--- config.mk ---
export PLATFORM = sky130hd
export DESIGN_NAME = circular_linked_list_manager_flat
export DESIGN_NICKNAME = d
export VERILOG_FILES = /design/src/sv/cll_pkg.sv /design/src/sv/cll_req_if.sv /design/src/sv/cll_rsp_if.sv /design/src/sv/cll_dp.sv /design/src/sv/cll_ctrl.sv /design/src/sv/circular_linked_list_manager.sv /design/src/flat_wrapper.sv
export SDC_FILE = /design/constraint.sdc
export NUM_CORES = 1
export LEC_CHECK = 0
export BUFFER_PORTS_ARGS = -buffer_cell sky130_fd_sc_hd__buf_2
export CORE_UTILIZATION = 62
export CTS_CLUSTER_DIAMETER = 200
export DETAILED_ROUTE_END_ITERATION = 12
export PLACE_DENSITY = 0.79
export REMOVE_ABC_BUFFERS = 1
export SLEW_MARGIN = 20
export SYNTH_ARGS = -nofsm -noshare
export SYNTH_HDL_FRONTEND = slang
export SYNTH_SLANG_ARGS = --single-unit
--- constraint.sdc ---
create_clock -name clk -period 7.3 [get_ports clk]
set_clock_uncertainty 0.05 [all_clocks]
set_input_delay 0.365 -clock clk [delete_from_list [all_inputs] [get_ports clk]]
set_output_delay 0.365 -clock clk [all_outputs]
set_load 0.01 [all_outputs]
--- src/sv/cll_pkg.sv ---
// Shared types, codes and widths for the circular linked list manager.
// No dependencies; compiled first.
package cll_pkg;

    localparam int DEF_POOL_SIZE  = 16;
    localparam int DEF_VALUE_BITS = 32;

    // Fixed field widths of the request and result transfers
    localparam int CMD_W    = 2;
    localparam int DATA_W   = 32;
    localparam int HANDLE_W = 4;
    localparam int STATUS_W = 2;
    localparam int COUNT_W  = 5;

    localparam logic [CMD_W-1:0] CMD_PREPEND = 2'd0;
    localparam logic [CMD_W-1:0] CMD_APPEND  = 2'd1;
    localparam logic [CMD_W-1:0] CMD_ERASE   = 2'd2;

    localparam logic [STATUS_W-1:0] ST_DONE      = 2'd0;
    localparam logic [STATUS_W-1:0] ST_FULL      = 2'd1;
    localparam logic [STATUS_W-1:0] ST_NO_HANDLE = 2'd2;

    // Datapath operations issued by the controller
    localparam int OP_W = 5;
    localparam logic [OP_W-1:0] OP_NONE       = 5'd0;
    localparam logic [OP_W-1:0] OP_CLEAR      = 5'd1;
    localparam logic [OP_W-1:0] OP_LOAD       = 5'd2;
    localparam logic [OP_W-1:0] OP_SCAN_START = 5'd3;
    localparam logic [OP_W-1:0] OP_SCAN       = 5'd4;
    localparam logic [OP_W-1:0] OP_ALLOC      = 5'd5;
    localparam logic [OP_W-1:0] OP_LINK_SELF  = 5'd6;
    localparam logic [OP_W-1:0] OP_PRE_LINK   = 5'd7;
    localparam logic [OP_W-1:0] OP_PRE_FIX    = 5'd8;
    localparam logic [OP_W-1:0] OP_APP_LINK   = 5'd9;
    localparam logic [OP_W-1:0] OP_APP_FIX    = 5'd10;
    localparam logic [OP_W-1:0] OP_RD_USED    = 5'd11;
    localparam logic [OP_W-1:0] OP_EMPTY      = 5'd12;
    localparam logic [OP_W-1:0] OP_WALK_START = 5'd13;
    localparam logic [OP_W-1:0] OP_WALK_STEP  = 5'd14;
    localparam logic [OP_W-1:0] OP_EHEAD      = 5'd15;
    localparam logic [OP_W-1:0] OP_ETAIL      = 5'd16;
    localparam logic [OP_W-1:0] OP_RD_LINK_H  = 5'd17;
    localparam logic [OP_W-1:0] OP_EMID       = 5'd18;
    localparam logic [OP_W-1:0] OP_RD_VAL     = 5'd19;
    localparam logic [OP_W-1:0] OP_RESULT     = 5'd20;

    typedef struct packed {
        logic [OP_W-1:0]     op;
        logic                res_we;
        logic [STATUS_W-1:0] res_code;
    } cll_ctl_t;

    typedef struct packed {
        logic clr_last;
        logic is_insert;
        logic is_prepend;
        logic is_erase;
        logic full;
        logic handle_bad;
        logic free_found;
        logic used_hit;
        logic is_empty;
        logic single;
        logic h_is_head;
        logic h_is_tail;
        logic walk_hit;
    } cll_sts_t;

endpackage

--- src/sv/cll_req_if.sv ---
// Request channel: valid/ready plus command, value and handle.
// Depends on cll_pkg.
interface cll_req_if
    import cll_pkg::*;
();
    logic                     valid;
    logic                     ready;
    logic [CMD_W-1:0]         cmd;
    logic signed [DATA_W-1:0] value;
    logic [HANDLE_W-1:0]      handle;

    modport source (output valid, cmd, value, handle, input ready);
    modport sink   (input valid, cmd, value, handle, output ready);
endinterface

--- src/sv/cll_rsp_if.sv ---
// Result channel: valid/ready plus status, count and head/tail report.
// Depends on cll_pkg.
interface cll_rsp_if
    import cll_pkg::*;
();
    logic                     valid;
    logic                     ready;
    logic [STATUS_W-1:0]      status;
    logic [HANDLE_W-1:0]      new_handle;
    logic [COUNT_W-1:0]       count;
    logic                     empty_res;
    logic signed [DATA_W-1:0] head_value;
    logic signed [DATA_W-1:0] tail_value;
    logic [HANDLE_W-1:0]      head_handle;
    logic [HANDLE_W-1:0]      tail_handle;

    modport source (output valid, status, new_handle, count, empty_res, head_value,
                    tail_value, head_handle, tail_handle, input ready);
    modport sink   (input valid, status, new_handle, count, empty_res, head_value,
                    tail_value, head_handle, tail_handle, output ready);
endinterface

--- src/sv/cll_dp.sv ---
// Datapath: node value/link/used memories, list pointers and result register.
// Depends on cll_pkg; driven by cll_ctrl through cll_ctl_t.
module cll_dp
    import cll_pkg::*;
#(
    parameter int POOL_SIZE  = DEF_POOL_SIZE,
    parameter int VALUE_BITS = DEF_VALUE_BITS
)
(
    input  logic                     clk,
    input  logic                     rst_n,
    input  cll_ctl_t                 ctl,
    output cll_sts_t                 sts,
    input  logic [CMD_W-1:0]         cmd,
    input  logic signed [DATA_W-1:0] value,
    input  logic [HANDLE_W-1:0]      handle,
    output logic [STATUS_W-1:0]      status,
    output logic [HANDLE_W-1:0]      new_handle,
    output logic [COUNT_W-1:0]       count,
    output logic                     empty_res,
    output logic signed [DATA_W-1:0] head_value,
    output logic signed [DATA_W-1:0] tail_value,
    output logic [HANDLE_W-1:0]      head_handle,
    output logic [HANDLE_W-1:0]      tail_handle
);

    localparam int IDX_W = $clog2(POOL_SIZE);
    localparam int CNT_W = $clog2(POOL_SIZE + 1);

    typedef logic [IDX_W-1:0] idx_t;

    // Memories
    logic [VALUE_BITS-1:0] val_mem  [POOL_SIZE];
    idx_t                  link_mem [POOL_SIZE];
    logic                  used_mem [POOL_SIZE];

    // List state
    idx_t             head_reg, head_next;
    idx_t             tail_reg, tail_next;
    logic [CNT_W-1:0] count_reg, count_next;
    idx_t             scan_reg, scan_next;
    logic             scan_v_reg, scan_v_next;
    idx_t             p_reg, p_next;

    // Current item
    logic [CMD_W-1:0]      cmd_reg;
    logic [VALUE_BITS-1:0] value_reg;
    logic [HANDLE_W-1:0]   handle_reg;
    logic [STATUS_W-1:0]   stat_reg;
    idx_t                  newh_reg;
    idx_t                  slot_reg;

    // Read data
    logic                         used_q;
    idx_t                         used_addr_q;
    idx_t                         link_q;
    logic signed [VALUE_BITS-1:0] hv_q;
    logic signed [VALUE_BITS-1:0] tv_q;

    // Result register
    logic [STATUS_W-1:0]      status_reg;
    logic [HANDLE_W-1:0]      new_handle_reg;
    logic [COUNT_W-1:0]       count_out_reg;
    logic                     empty_reg;
    logic signed [DATA_W-1:0] head_value_reg;
    logic signed [DATA_W-1:0] tail_value_reg;
    logic [HANDLE_W-1:0]      head_handle_reg;
    logic [HANDLE_W-1:0]      tail_handle_reg;

    // Memory port controls
    logic used_we, used_wdata, used_re;
    idx_t used_waddr, used_raddr;
    logic link_we, link_re;
    idx_t link_waddr, link_wdata, link_raddr;
    logic val_we, val_re;

    logic [31:0] h_wide, cnt_wide, nh_wide, hh_wide, th_wide;
    logic [63:0] in_wide, hv_wide, tv_wide;
    idx_t        h_idx, scan_wrap;
    logic        list_empty;

    assign h_wide     = 32'(handle_reg);
    assign h_idx      = h_wide[IDX_W-1:0];
    assign in_wide    = 64'(value);
    assign scan_wrap  = (scan_reg == idx_t'(POOL_SIZE - 1)) ? '0 : scan_reg + idx_t'(1);
    assign list_empty = (count_reg == '0);

    assign cnt_wide = 32'(count_reg);
    assign nh_wide  = 32'(newh_reg);
    assign hh_wide  = 32'(head_reg);
    assign th_wide  = 32'(tail_reg);
    assign hv_wide  = 64'(hv_q);
    assign tv_wide  = 64'(tv_q);

    always_comb
    begin
        sts.clr_last   = (scan_reg == idx_t'(POOL_SIZE - 1));
        sts.is_insert  = (cmd_reg == CMD_PREPEND) || (cmd_reg == CMD_APPEND);
        sts.is_prepend = (cmd_reg == CMD_PREPEND);
        sts.is_erase   = (cmd_reg == CMD_ERASE);
        sts.full       = (cnt_wide >= 32'(POOL_SIZE));
        sts.handle_bad = (h_wide >= 32'(POOL_SIZE));
        sts.free_found = scan_v_reg && !used_q;
        sts.used_hit   = used_q;
        sts.is_empty   = list_empty;
        sts.single     = (count_reg == CNT_W'(1));
        sts.h_is_head  = (h_idx == head_reg);
        sts.h_is_tail  = (h_idx == tail_reg);
        sts.walk_hit   = (link_q == h_idx);
    end

    always_comb
    begin
        head_next   = head_reg;
        tail_next   = tail_reg;
        count_next  = count_reg;
        scan_next   = scan_reg;
        scan_v_next = scan_v_reg;
        p_next      = p_reg;
        used_we     = 1'b0;
        used_waddr  = h_idx;
        used_wdata  = 1'b0;
        used_re     = 1'b0;
        used_raddr  = scan_reg;
        link_we     = 1'b0;
        link_waddr  = slot_reg;
        link_wdata  = head_reg;
        link_re     = 1'b0;
        link_raddr  = head_reg;
        val_we      = 1'b0;
        val_re      = 1'b0;
        unique case (ctl.op)
            OP_CLEAR:
            begin
                used_we    = 1'b1;
                used_waddr = scan_reg;
                scan_next  = scan_wrap;
            end
            OP_SCAN_START:
            begin
                scan_next   = '0;
                scan_v_next = 1'b0;
            end
            OP_SCAN:
            begin
                used_re     = 1'b1;
                used_raddr  = scan_reg;
                scan_next   = scan_wrap;
                scan_v_next = 1'b1;
            end
            OP_ALLOC:
            begin
                used_we     = 1'b1;
                used_waddr  = used_addr_q;
                used_wdata  = 1'b1;
                val_we      = 1'b1;
                scan_v_next = 1'b0;
            end
            OP_LINK_SELF:
            begin
                link_we    = 1'b1;
                link_wdata = slot_reg;
                head_next  = slot_reg;
                tail_next  = slot_reg;
                count_next = count_reg + CNT_W'(1);
            end
            OP_PRE_LINK:
            begin
                link_we = 1'b1;
            end
            OP_PRE_FIX:
            begin
                link_we    = 1'b1;
                link_waddr = tail_reg;
                link_wdata = slot_reg;
                head_next  = slot_reg;
                count_next = count_reg + CNT_W'(1);
            end
            OP_APP_LINK:
            begin
                link_we    = 1'b1;
                link_waddr = tail_reg;
                link_wdata = slot_reg;
            end
            OP_APP_FIX:
            begin
                link_we    = 1'b1;
                tail_next  = slot_reg;
                count_next = count_reg + CNT_W'(1);
            end
            OP_RD_USED:
            begin
                used_re    = 1'b1;
                used_raddr = h_idx;
            end
            OP_EMPTY:
            begin
                used_we    = 1'b1;
                head_next  = '0;
                tail_next  = '0;
                count_next = count_reg - CNT_W'(1);
            end
            OP_WALK_START:
            begin
                link_re = 1'b1;
                p_next  = head_reg;
            end
            OP_WALK_STEP:
            begin
                link_re    = 1'b1;
                link_raddr = link_q;
                p_next     = link_q;
            end
            OP_EHEAD:
            begin
                link_we    = 1'b1;
                link_waddr = tail_reg;
                link_wdata = link_q;
                head_next  = link_q;
                used_we    = 1'b1;
                count_next = count_reg - CNT_W'(1);
            end
            OP_ETAIL:
            begin
                link_we    = 1'b1;
                link_waddr = p_reg;
                tail_next  = p_reg;
                used_we    = 1'b1;
                count_next = count_reg - CNT_W'(1);
            end
            OP_RD_LINK_H:
            begin
                link_re    = 1'b1;
                link_raddr = h_idx;
            end
            OP_EMID:
            begin
                link_we    = 1'b1;
                link_waddr = p_reg;
                link_wdata = link_q;
                used_we    = 1'b1;
                count_next = count_reg - CNT_W'(1);
            end
            OP_RD_VAL:
            begin
                val_re = 1'b1;
            end
            default:
            begin
                val_re = 1'b0;
            end
        endcase
    end

    always_ff @(posedge clk or negedge rst_n)
    begin
        if (!rst_n)
        begin
            head_reg   <= '0;
            tail_reg   <= '0;
            count_reg  <= '0;
            scan_reg   <= '0;
            scan_v_reg <= 1'b0;
        end
        else
        begin
            head_reg   <= head_next;
            tail_reg   <= tail_next;
            count_reg  <= count_next;
            scan_reg   <= scan_next;
            scan_v_reg <= scan_v_next;
        end
    end

    // Memories: one write port each, registered reads
    always_ff @(posedge clk)
    begin
        if (used_we)
            used_mem[used_waddr] <= used_wdata;
        if (used_re)
        begin
            used_q      <= used_mem[used_raddr];
            used_addr_q <= used_raddr;
        end
    end

    always_ff @(posedge clk)
    begin
        if (link_we)
            link_mem[link_waddr] <= link_wdata;
        if (link_re)
            link_q <= link_mem[link_raddr];
    end

    always_ff @(posedge clk)
    begin
        if (val_we)
            val_mem[used_addr_q] <= value_reg;
        if (val_re)
        begin
            hv_q <= val_mem[head_reg];
            tv_q <= val_mem[tail_reg];
        end
    end

    // Item capture and per-item bookkeeping
    always_ff @(posedge clk)
    begin
        p_reg <= p_next;
        if (ctl.op == OP_LOAD)
        begin
            cmd_reg    <= cmd;
            value_reg  <= in_wide[VALUE_BITS-1:0];
            handle_reg <= handle;
            stat_reg   <= ST_DONE;
            newh_reg   <= '0;
        end
        else
        begin
            if (ctl.res_we)
                stat_reg <= ctl.res_code;
            if (ctl.op == OP_ALLOC)
            begin
                newh_reg <= used_addr_q;
                slot_reg <= used_addr_q;
            end
        end
    end

    always_ff @(posedge clk)
    begin
        if (ctl.op == OP_RESULT)
        begin
            status_reg      <= stat_reg;
            new_handle_reg  <= nh_wide[HANDLE_W-1:0];
            count_out_reg   <= cnt_wide[COUNT_W-1:0];
            empty_reg       <= list_empty;
            head_value_reg  <= list_empty ? '0 : hv_wide[DATA_W-1:0];
            tail_value_reg  <= list_empty ? '0 : tv_wide[DATA_W-1:0];
            head_handle_reg <= hh_wide[HANDLE_W-1:0];
            tail_handle_reg <= th_wide[HANDLE_W-1:0];
        end
    end

    assign status      = status_reg;
    assign new_handle  = new_handle_reg;
    assign count       = count_out_reg;
    assign empty_res   = empty_reg;
    assign head_value  = head_value_reg;
    assign tail_value  = tail_value_reg;
    assign head_handle = head_handle_reg;
    assign tail_handle = tail_handle_reg;

`ifndef ASSERT_OFF
    a_count_range: assert property (@(posedge clk) disable iff (!rst_n)
        cnt_wide <= 32'(POOL_SIZE))
        else $error("element count beyond pool size");

    a_empty_ptrs: assert property (@(posedge clk) disable iff (!rst_n)
        (count_reg == '0) |-> (head_reg == '0) && (tail_reg == '0))
        else $error("empty list with nonzero head or tail");

    a_alloc_free: assert property (@(posedge clk) disable iff (!rst_n)
        (ctl.op == OP_ALLOC) |-> scan_v_reg && !used_q)
        else $error("allocation of a slot in use");
`endif

endmodule

--- src/sv/cll_ctrl.sv ---
// Controller FSM: handshake, clearing pass and command sequencing.
// Depends on cll_pkg; steers cll_dp through cll_ctl_t / cll_sts_t.
module cll_ctrl
    import cll_pkg::*;
(
    input  logic     clk,
    input  logic     rst_n,
    input  logic     req_valid,
    output logic     req_ready,
    output logic     rsp_valid,
    input  logic     rsp_ready,
    input  cll_sts_t sts,
    output cll_ctl_t ctl
);

    localparam logic [3:0] S_CLEAR  = 4'd0;
    localparam logic [3:0] S_IDLE   = 4'd1;
    localparam logic [3:0] S_DECODE = 4'd2;
    localparam logic [3:0] S_SCAN   = 4'd3;
    localparam logic [3:0] S_SELF   = 4'd4;
    localparam logic [3:0] S_PRE1   = 4'd5;
    localparam logic [3:0] S_PRE2   = 4'd6;
    localparam logic [3:0] S_APP1   = 4'd7;
    localparam logic [3:0] S_APP2   = 4'd8;
    localparam logic [3:0] S_CHK    = 4'd9;
    localparam logic [3:0] S_EHEAD  = 4'd10;
    localparam logic [3:0] S_WALK   = 4'd11;
    localparam logic [3:0] S_EMID   = 4'd12;
    localparam logic [3:0] S_RDV    = 4'd13;
    localparam logic [3:0] S_OUT    = 4'd14;

    logic [3:0] state_reg, state_next;
    logic       rsp_valid_reg, rsp_valid_next;
    logic       req_fire;

    assign req_ready = (state_reg == S_IDLE);
    assign req_fire  = req_valid && req_ready;
    assign rsp_valid = rsp_valid_reg;

    always_comb
    begin
        state_next   = state_reg;
        ctl.op       = OP_NONE;
        ctl.res_we   = 1'b0;
        ctl.res_code = ST_DONE;
        unique case (state_reg)
            S_CLEAR:
            begin
                ctl.op = OP_CLEAR;
                if (sts.clr_last)
                    state_next = S_IDLE;
            end
            S_IDLE:
            begin
                if (req_valid)
                begin
                    ctl.op     = OP_LOAD;
                    state_next = S_DECODE;
                end
            end
            S_DECODE:
            begin
                priority if (sts.is_insert && sts.full)
                begin
                    ctl.res_we   = 1'b1;
                    ctl.res_code = ST_FULL;
                    state_next   = S_RDV;
                end
                else if (sts.is_insert)
                begin
                    ctl.op     = OP_SCAN_START;
                    state_next = S_SCAN;
                end
                else if (sts.is_erase && sts.handle_bad)
                begin
                    ctl.res_we   = 1'b1;
                    ctl.res_code = ST_NO_HANDLE;
                    state_next   = S_RDV;
                end
                else if (sts.is_erase)
                begin
                    ctl.op     = OP_RD_USED;
                    state_next = S_CHK;
                end
                else
                begin
                    state_next = S_RDV;
                end
            end
            S_SCAN:
            begin
                if (sts.free_found)
                begin
                    ctl.op = OP_ALLOC;
                    priority if (sts.is_empty)
                        state_next = S_SELF;
                    else if (sts.is_prepend)
                        state_next = S_PRE1;
                    else
                        state_next = S_APP1;
                end
                else
                begin
                    ctl.op = OP_SCAN;
                end
            end
            S_SELF:
            begin
                ctl.op     = OP_LINK_SELF;
                state_next = S_RDV;
            end
            S_PRE1:
            begin
                ctl.op     = OP_PRE_LINK;
                state_next = S_PRE2;
            end
            S_PRE2:
            begin
                ctl.op     = OP_PRE_FIX;
                state_next = S_RDV;
            end
            S_APP1:
            begin
                ctl.op     = OP_APP_LINK;
                state_next = S_APP2;
            end
            S_APP2:
            begin
                ctl.op     = OP_APP_FIX;
                state_next = S_RDV;
            end
            S_CHK:
            begin
                priority if (!sts.used_hit)
                begin
                    ctl.res_we   = 1'b1;
                    ctl.res_code = ST_NO_HANDLE;
                    state_next   = S_RDV;
                end
                else if (sts.single)
                begin
                    ctl.op     = OP_EMPTY;
                    state_next = S_RDV;
                end
                else if (sts.h_is_head)
                begin
                    ctl.op     = OP_WALK_START;
                    state_next = S_EHEAD;
                end
                else
                begin
                    ctl.op     = OP_WALK_START;
                    state_next = S_WALK;
                end
            end
            S_EHEAD:
            begin
                ctl.op     = OP_EHEAD;
                state_next = S_RDV;
            end
            S_WALK:
            begin
                priority if (sts.walk_hit && sts.h_is_tail)
                begin
                    ctl.op     = OP_ETAIL;
                    state_next = S_RDV;
                end
                else if (sts.walk_hit)
                begin
                    ctl.op     = OP_RD_LINK_H;
                    state_next = S_EMID;
                end
                else
                begin
                    ctl.op = OP_WALK_STEP;
                end
            end
            S_EMID:
            begin
                ctl.op     = OP_EMID;
                state_next = S_RDV;
            end
            S_RDV:
            begin
                ctl.op     = OP_RD_VAL;
                state_next = S_OUT;
            end
            S_OUT:
            begin
                if (!rsp_valid_reg || rsp_ready)
                begin
                    ctl.op     = OP_RESULT;
                    state_next = S_IDLE;
                end
            end
            default:
            begin
                state_next = S_IDLE;
            end
        endcase
    end

    always_comb
    begin
        priority if (ctl.op == OP_RESULT)
            rsp_valid_next = 1'b1;
        else if (rsp_ready)
            rsp_valid_next = 1'b0;
        else
            rsp_valid_next = rsp_valid_reg;
    end

    always_ff @(posedge clk or negedge rst_n)
    begin
        if (!rst_n)
        begin
            state_reg     <= S_CLEAR;
            rsp_valid_reg <= 1'b0;
        end
        else
        begin
            state_reg     <= state_next;
            rsp_valid_reg <= rsp_valid_next;
        end
    end

`ifndef ASSERT_OFF
    a_accept_decodes: assert property (@(posedge clk) disable iff (!rst_n)
        req_fire |=> (state_reg == S_DECODE))
        else $error("accepted transfer not decoded");

    a_result_slot: assert property (@(posedge clk) disable iff (!rst_n)
        (ctl.op == OP_RESULT) |-> (!rsp_valid_reg || rsp_ready))
        else $error("result overwrites a pending transfer");
`endif

endmodule

--- src/sv/circular_linked_list_manager.sv ---
// Top level of the circular linked list manager: controller plus datapath.
// Depends on cll_pkg, cll_req_if, cll_rsp_if, cll_ctrl, cll_dp.
//
//   channel  | dir | handshake     | payload
//   ---------+-----+---------------+-------------------------------------------
//   request  | in  | valid / ready | cmd, value, handle
//   result   | out | valid / ready | status, new_handle, count, empty_res,
//            |     |               | head_value, tail_value, head/tail_handle
//
// Sequencing: one item at a time. Prepend or append scans the used bitmap from
//   slot 0, one slot per cycle, and takes the lowest free slot. Erase of the
//   sole node or of the head needs no walk; erase of the tail or of a middle node
//   walks the links from the head, one link read per walk step, to the node's
//   predecessor. A full pool, an unused command code or an unknown handle gives
//   a result without a list change.
// Reset: a clearing pass over every slot wipes the used bitmap; request.ready
//   stays low until it ends.
// Stalls: a finished result sits in the result register; the next request is
//   taken meanwhile and only the following result waits for result.ready.
module circular_linked_list_manager
    import cll_pkg::*;
#(
    parameter int POOL_SIZE  = DEF_POOL_SIZE,
    parameter int VALUE_BITS = DEF_VALUE_BITS
)
(
    input logic      clk,
    input logic      rst_n,
    cll_req_if.sink  request,
    cll_rsp_if.source result
);

    cll_ctl_t ctl;
    cll_sts_t sts;

    // Sequencing and handshake
    cll_ctrl u_ctrl (
        .clk       (clk),
        .rst_n     (rst_n),
        .req_valid (request.valid),
        .req_ready (request.ready),
        .rsp_valid (result.valid),
        .rsp_ready (result.ready),
        .sts       (sts),
        .ctl       (ctl)
    );

    // Node pool, list pointers and result register
    cll_dp #(
        .POOL_SIZE  (POOL_SIZE),
        .VALUE_BITS (VALUE_BITS)
    ) u_dp (
        .clk         (clk),
        .rst_n       (rst_n),
        .ctl         (ctl),
        .sts         (sts),
        .cmd         (request.cmd),
        .value       (request.value),
        .handle      (request.handle),
        .status      (result.status),
        .new_handle  (result.new_handle),
        .count       (result.count),
        .empty_res   (result.empty_res),
        .head_value  (result.head_value),
        .tail_value  (result.tail_value),
        .head_handle (result.head_handle),
        .tail_handle (result.tail_handle)
    );

endmodule
--- src/flat_wrapper.sv ---
// flat-port wrapper written by rule: the top's interface ports become plain ports
module circular_linked_list_manager_flat import cll_pkg::*;
#(
    parameter int POOL_SIZE  = DEF_POOL_SIZE,
    parameter int VALUE_BITS = DEF_VALUE_BITS
)
  (clk, rst_n, request_valid, request_cmd, request_value, request_handle, request_ready, result_valid, result_status, result_new_handle, result_count, result_empty_res, result_head_value, result_tail_value, result_head_handle, result_tail_handle, result_ready);
  cll_req_if request_i ();
  cll_rsp_if result_i ();
  input logic clk;
  input logic rst_n;
  input wire logic [$bits(request_i.valid)-1:0] request_valid;
  input wire logic [$bits(request_i.cmd)-1:0] request_cmd;
  input wire logic [$bits(request_i.value)-1:0] request_value;
  input wire logic [$bits(request_i.handle)-1:0] request_handle;
  output wire logic [$bits(request_i.ready)-1:0] request_ready;
  output wire logic [$bits(result_i.valid)-1:0] result_valid;
  output wire logic [$bits(result_i.status)-1:0] result_status;
  output wire logic [$bits(result_i.new_handle)-1:0] result_new_handle;
  output wire logic [$bits(result_i.count)-1:0] result_count;
  output wire logic [$bits(result_i.empty_res)-1:0] result_empty_res;
  output wire logic [$bits(result_i.head_value)-1:0] result_head_value;
  output wire logic [$bits(result_i.tail_value)-1:0] result_tail_value;
  output wire logic [$bits(result_i.head_handle)-1:0] result_head_handle;
  output wire logic [$bits(result_i.tail_handle)-1:0] result_tail_handle;
  input wire logic [$bits(result_i.ready)-1:0] result_ready;
  assign request_i.valid = request_valid;
  assign request_i.cmd = request_cmd;
  assign request_i.value = request_value;
  assign request_i.handle = request_handle;
  assign request_ready = request_i.ready;
  assign result_valid = result_i.valid;
  assign result_status = result_i.status;
  assign result_new_handle = result_i.new_handle;
  assign result_count = result_i.count;
  assign result_empty_res = result_i.empty_res;
  assign result_head_value = result_i.head_value;
  assign result_tail_value = result_i.tail_value;
  assign result_head_handle = result_i.head_handle;
  assign result_tail_handle = result_i.tail_handle;
  assign result_i.ready = result_ready;
  circular_linked_list_manager #(.POOL_SIZE(POOL_SIZE), .VALUE_BITS(VALUE_BITS)) u_core (.clk(clk), .rst_n(rst_n), .request(request_i), .result(result_i));
endmodule
==> results of run 1 <==
==> final timing paths <==
kind / end / slack, ps / depth (start not counted)
worst max-delay path: u_core.u_dp.val_mem[2][21]$_DFFE_PP_ / 3210 / 6
worst min-delay path: u_core.u_ctrl.rsp_valid$_DFFE_PN0P_ / 80 / 3
worst max register to register: u_core.u_dp.val_mem[2][21]$_DFFE_PP_ / 3210 / 6
worst min register to register: u_core.u_dp.new_handle[0]$_DFFE_PP_ / 410 / 0
max in group asynchronous: u_core.u_dp.tail_reg[0]$_DFFE_PN0P_ / 6480 / 2
min in group asynchronous: u_core.u_ctrl.rsp_valid$_DFFE_PN0P_ / 240 / 2
==> worst register-to-register path, cell delays in order, from the launching register on <==
cell and delay (ps):
dfrtp_1 840, and4b_1 330, nand2_1 280, inv_1 670, nand2_1 320, nor3_2 630
buf_4 580
==> stage by stage <==
stage          hold slack (ps)  cells
5_1_grt                  103.1   2766
3_3_place_gp             341.5   2576
6_report                 84.11   2766
2_1_floorplan            19.41   1659
4_1_cts                  53.00   2766
3_5_place_dp             347.5   2576
==> per-layer routing <==
layer,vias up,track usage,part of all wire
li1,7749,-,-
met1,9933,0.4154,0.37
met2,1213,0.4861,0.50
met3,219,0.04243,0.089
met4,0,0.1141,0.036
met5,-,0,0
==> report_power, final <==
part	internal (uW)	total, uW	switching, uW
clock network	2260	4010	1750
registers	5990	6600	603
logic	2440	4950	2510
==> cells by family (layout without fill, tap and decap cells) <==
family,Yosys count,in the layout
compound gates,118,118
mux,370,370
buf+inv,123,368
simple gates,308,308
fa+ha+maj,4,4
flops,824,824
xor+xnor,18,18
==> final cells by class <==
type                    instances  area, sq um  area share
well taps                     756        945.9     0.02366
repair buffers                200         1294     0.03237
flip-flops and latches        824        24590      0.6151
clock inverters                48        367.9    0.009202
multi-input cells             818        10540      0.2637
clock buffers                 103         2172     0.05434
inverters                      17        63.81    0.001596
==> placed cells by master (no fill, tap or decap), types with 5 or more instances in the layout <==
cell	synthesis	layout
clkinv_2	0	21
xnor2_1	12	12
nor2_1	84	73
nand2_1	68	68
inv_1	16	16
edfxtp_1	795	795
dfxtp_1	6	6
nor3_1	15	11
dlygate4sd3_1	0	39
clkbuf_1	66	18
and2_1	6	6
xor2_1	6	6
mux4_2	321	321
a21oi_1	27	27
nor4_2	1	5
and3_1	8	6
a21o_1	6	6
nor3_2	2	6
clkinv_1	0	14
a22oi_1	21	21
mux2i_1	46	46
o21ai_0	27	27
nand2b_1	11	11
nand3_1	14	14
clkbuf_16	0	83
buf_4	4	33
nor2b_1	69	69
nor2_4	0	11
buf_2	13	127
dfrtp_1	23	15
==> repair_timing <==
action | in CTS | in global routing
hold buffers | 39 | 0
endpoints found under the hold margin | 61 | 0
resized for setup | 0 | 0
==> impl_metrics.yaml, run 1 <==
status:
  outcome: "completed"
pwr:
  p_per_area_nw_per_um2: 389.3
  p_total_uw: 15560
  peakVddDrop_mv: 0.3188
  p_leak_uw: 0.01310
worst_setup_path:
  critPathBufInv: 2
  r2r_start: "u_core.u_ctrl.state_reg[1]$_DFFE_PN0P_"
  crit_path_end_kind: "register"
  worstPathCellList: "and4b_1 > nand2_1 > inv_1 > nand2_1 > nor3_2 > buf_4"
  cp_max_fo: 26
  slowest_stage: "dfrtp_1"
  cp_common_cell: "nand2_1"
  crit_required_ps: 7500
  critPathKind: "reg -> reg"
  path_delay_family: "simple AND/OR/NAND/NOR gates"
  crit_arrival_ps: 4290
  setup.worst_path.start_class: "register"
  cp-startpoint: "u_core.u_ctrl.state_reg[1]$_DFFE_PN0P_"
  cpPeakStageDelay_ps: 840
timing:
  max_slew.worst_pin.slew_ps: 1142
  worst_slack_ps: 3209
  slew_headroom: 0.2383
  fmax_mhz: 244.5
  rsz0062_at_grt: "false"
  fin_setup_tns_ps: 0
  timing.final.crit_share: 0.5604
  hold_viol_final: 0
  maxSlewViolCount: 0
  setup_viol: 0
  fin_crit_ps: 4091
placed_design:
  placed_area_sq_um: 37040
  place.gp.congestion: 0.9230
  io_buffer_count: 127
  pre_cts_ws_ps: 3291
  hpwl_mm: 44.59
finish:
  final_cell_area_sq_um: 39970
  top_register: "u_core.u_dp.val_mem"
  n_antenna_cell: 0
  largest_reg_flops: 512
  num-nets-final: 1989
  post-route-util: 0.7076
  fill_cells: 3338
  syn_to_final_growth_pct: 12.69
  top_regs: "u_core.u_dp.val_mem (512), u_core.u_dp.link_mem (64)"
  drive_gt1_frac: 0.3284
logic_synthesis:
  synth_top_family_by_area: "multiplexers"
  synth.top_cell.area_share: 0.6730
  async_reset_ff_frac: 0.02791
  synth_mux_area_frac: 0.2181
  yosys.area_share.adder: 0.001411
  yosys_most_used_dff: "edfxtp_1"
  syn_area_sq_um: 35470
  yosysSeqAreaShare: 0.6926
  synth_compound_area_frac: 0.02420
  synth_edf_count: 795
  synth_top_cell_by_area: "edfxtp_1"
  synth_xor_area_frac: 0.004444
  yosysWarningCount: 0
  synth_common_cells: "edfxtp_1, mux4_2, nor2_1"
  syn_inst: 1765
  synth-simple-area-share: 0.04540
  synth_area_leaders: "edfxtp_1, mux4_2, dfrtp_1"
  synth_cell_types: 66
  synth-seq-cells: 824
  syn_area_per_cell_sq_um: 20.10
  yosysMostFrequentCell: "edfxtp_1"
clock_tree:
  worst_skew_pair.late_latency_ps: 630
  numCtsBuffers: 82
  postCtsSetupRepairBufs: 0
  cts.root.buffer_cell: "clkbuf_16"
  cts_sinks: 824
  htreeDepth: 3
  clk_pin_slew_ps: 60
  cts_tree: "yes"
  cts_max_path_buffers: 3
drt:
  avgRoutedWirePerCell_microns: 30.30
  via_per_inst: 6.910
  wirelength_mm: 83.82
  drc: 0
  antenna_left: 0
  first_iter_violations: 2545
  vias: 19110
  detail_route.first_pass.iterations: 6
global_route:
  grt_pass1_vias: 19220
  grt.overflow.total: 0
  antenna_found_initial: 0
  grt_max_degree: 93
  grt_usage: 0.2978
  grt_first_pass_wirelength_mm: 123.3
min_path:
  min_path_type: "in -> reg"
  hp-start: "result_ready"
die:
  ioPinCount: 128
  die_y_microns: 241.2
  rows: 87
  die_w_microns: 241.2
  start_util: 0.6279
  die_area_sq_um: 58180
  core_sq_um: 56500
job:
  drv_cap: 0
(Power assumes the default switching activity.)
==> run 2: changes to the inputs <==
==> constraint.sdc (replaced) <==
create_clock -name clk -period 4.1 [get_ports clk]
set_clock_uncertainty 0.05 [all_clocks]
set_input_delay 0.205 -clock clk [delete_from_list [all_inputs] [get_ports clk]]
set_output_delay 0.205 -clock clk [all_outputs]
set_load 0.01 [all_outputs]
==> run 2 against run 1 <==
Die area stayed put. First-iteration DRC count down 14%. Sequential share of layout area is 0.48 points lower. Sequential cell count unchanged. Combinational power rose by 87%. Critical path type unchanged.
==> impl_metrics.yaml, run 2 (same netlist as run 1, synthesis figures left out) <==
placed_design:
  io_buffer_count: 127
  hpwl_mm: 45.64
  place.gp.congestion: 0.9001
  placed_area_sq_um: 37290
  placed_cells: 2587
timing:
  setup_viol: 0
  hold_viol_final: 0
  rsz0062_at_grt: "false"
  whs_ps: 71.47
  maxSlewViolCount: 0
  slew_headroom: 0.3437
  timing.final.crit_share: 0.9021
  fin_crit_ps: 3699
  fmax_mhz: 270.4
  max_slew.worst_pin.slew_ps: 984.4
  fin_setup_tns_ps: 0
global_route:
  grt_max_degree: 132
  grt_util_met1: 0.4021
  grt_first_pass_wirelength_mm: 124.9
  top_usage_layer: "met2"
  met2_usage: 0.5010
  grt.overflow.total: 0
  grt_pass1_vias: 19680
  grt_usage: 0.3012
  antenna_found_initial: 0
  gr-usage-met3: 0.05456
die:
  core_sq_um: 56500
  start_util: 0.6279
  rows: 87
  die_w_microns: 241.2
  die_area_sq_um: 58180
  ioPinCount: 128
  die_y_microns: 241.2
worst_setup_path:
  cp_max_fo: 26
  regToRegSetupSlack_ps: 400
  reg2reg_to: "u_core.u_dp.val_mem[14][19]$_DFFE_PP_"
  cp-startpoint: "u_core.u_ctrl.state_reg[2]$_DFFE_PN0P_"
  setup.worst_path.start_class: "register"
  r2r_start: "u_core.u_ctrl.state_reg[2]$_DFFE_PN0P_"
  endpoint: "u_core.u_dp.val_mem[14][19]$_DFFE_PP_"
  crit_arrival_ps: 3910
  critPathKind: "reg -> reg"
  reg2reg_depth: 6
  crit_required_ps: 4310
  crit_path_end_kind: "register"
pwr:
  p_comb_frac: 0.331
  p_clk_frac: 0.260
  peakVddDrop_mv: 0.5996
  p_per_area_nw_per_um2: 694.4
  switching_share: 0.3118
  p_total_uw: 27980
  p_sw_uw: 8723
  intPower_uw: 19250
  p_seq_frac: 0.409
  p_leak_uw: 0.01322
clock_tree:
  clk_pin_slew_ps: 70
  postCtsSetupRepairBufs: 0
  cts_sinks: 824
  worst_skew_pair.late_latency_ps: 640
  cts_tree: "yes"
  cts.root.buffer_cell: "clkbuf_16"
  numCtsBuffers: 82
  htreeDepth: 3
  cts_max_path_buffers: 3
finish:
  top_register: "u_core.u_dp.val_mem"
  n_antenna_cell: 0
  num-nets-final: 2002
  fill_cells: 3261
  final_cell_mix: "edfxtp_1, mux4_2, buf_2, clkbuf_16, nor2_1"
  syn_to_final_growth_pct: 13.58
  largest_reg_flops: 512
  final_cell_area_sq_um: 40290
  final_common_cell: "edfxtp_1"
  top_regs: "u_core.u_dp.val_mem (512), u_core.u_dp.link_mem (64)"
  final_cells: 2776
  drive_gt1_frac: 0.3292
drt:
  antenna_left: 0
  via_per_inst: 6.824
  vias: 18940
  wirelength_mm: 83.87
  detail_route.first_pass.iterations: 6
  drc: 0
  avgRoutedWirePerCell_microns: 30.21
  first_iter_violations: 2181
status:
  outcome: "completed"
job:
  drv_cap: 0
min_path:
  min_path_type: "in -> async"
run 2: cell count changes in the layout (fill, tap and decap cells not counted), sizes merged:
cell         change
dlygate4sd3      +2
clkbuf           -2
bufinv           +1
clkinvlp         -2
buf             +11
inv              -1
clkinv           +1
run 2: critical path, stage by stage (launching register included):
cell     delay (ps)
dfrtp_1         600
nor2_1          490
nand2_1         420
inv_1           660
nand2_1         330
nor3_2          270
buf_4           490
run 2: how the worst min path moves through the flow:
stage / depth (start not counted) / slack [ps] / start / endpoint
after floorplan: 0 / -140 / rst_n / u_core.u_ctrl.rsp_valid$_DFFE_PN0P_
final: 2 / 70 / rst_n / u_core.u_dp.scan_reg[3]$_DFFE_PN0P_
after global placement: 1 / 170 / rst_n / u_core.u_ctrl.rsp_valid$_DFFE_PN0P_
after detailed placement: 1 / 190 / rst_n / u_core.u_ctrl.rsp_valid$_DFFE_PN0P_
after global routing: 2 / 130 / rst_n / u_core.u_dp.scan_reg[3]$_DFFE_PN0P_
after CTS: 2 / 50 / rst_n / u_core.u_dp.scan_reg[3]$_DFFE_PN0P_
run 2: cell type report:
| type | instances | area [sq um] | area share |
|---|---|---|---|
| Clock buffer | 101 | 2197 | 0.05453 |
| Timing Repair Buffer | 213 | 1559 | 0.03870 |
| Sequential cell | 824 | 24590 | 0.6103 |
| Tap cell | 756 | 945.9 | 0.02348 |
| Inverter | 17 | 63.81 | 0.001584 |
| Clock inverter | 47 | 392.9 | 0.009752 |
| Multi-Input combinational cell | 818 | 10540 | 0.2616 |
run 2: what timing repair did:
| item | in CTS | in global routing |
|---|---|---|
| hold buffers | 41 | 0 |
| endpoints found under the hold margin | 65 | 0 |
| resized for setup | 0 | 0 |
run 2: routing by layer:
| layer | vias to the layer above | routed length (microns) |
|---|---|---|
| li1 | 7776 | - |
| met1 | 9884 | 31040 |
| met2 | 1085 | 43170 |
| met3 | 199 | 6908 |
| met4 | 0 | 2754 |
| met5 | - | 0 |
run 2: through the flow:
stage,utilization,worst slack (ps)
2_1_floorplan,-,-3469
3_3_place_gp,0.6600,598.4
3_5_place_dp,0.6600,464.4
4_1_cts,0.7131,439.6
5_1_grt,0.7131,141.1
6_report,0.7131,401.3
run 2: power by group through the flow:
stage | clock network (uW) | registers, uW | logic, uW
floorplan | 0 | 12300 | 6280
global placement | 0 | 11500 | 9050
detailed placement | 0 | 11600 | 9190
CTS | 7350 | 11400 | 9340
global route | 7660 | 11500 | 9890
finish | 7270 | 11400 | 9270
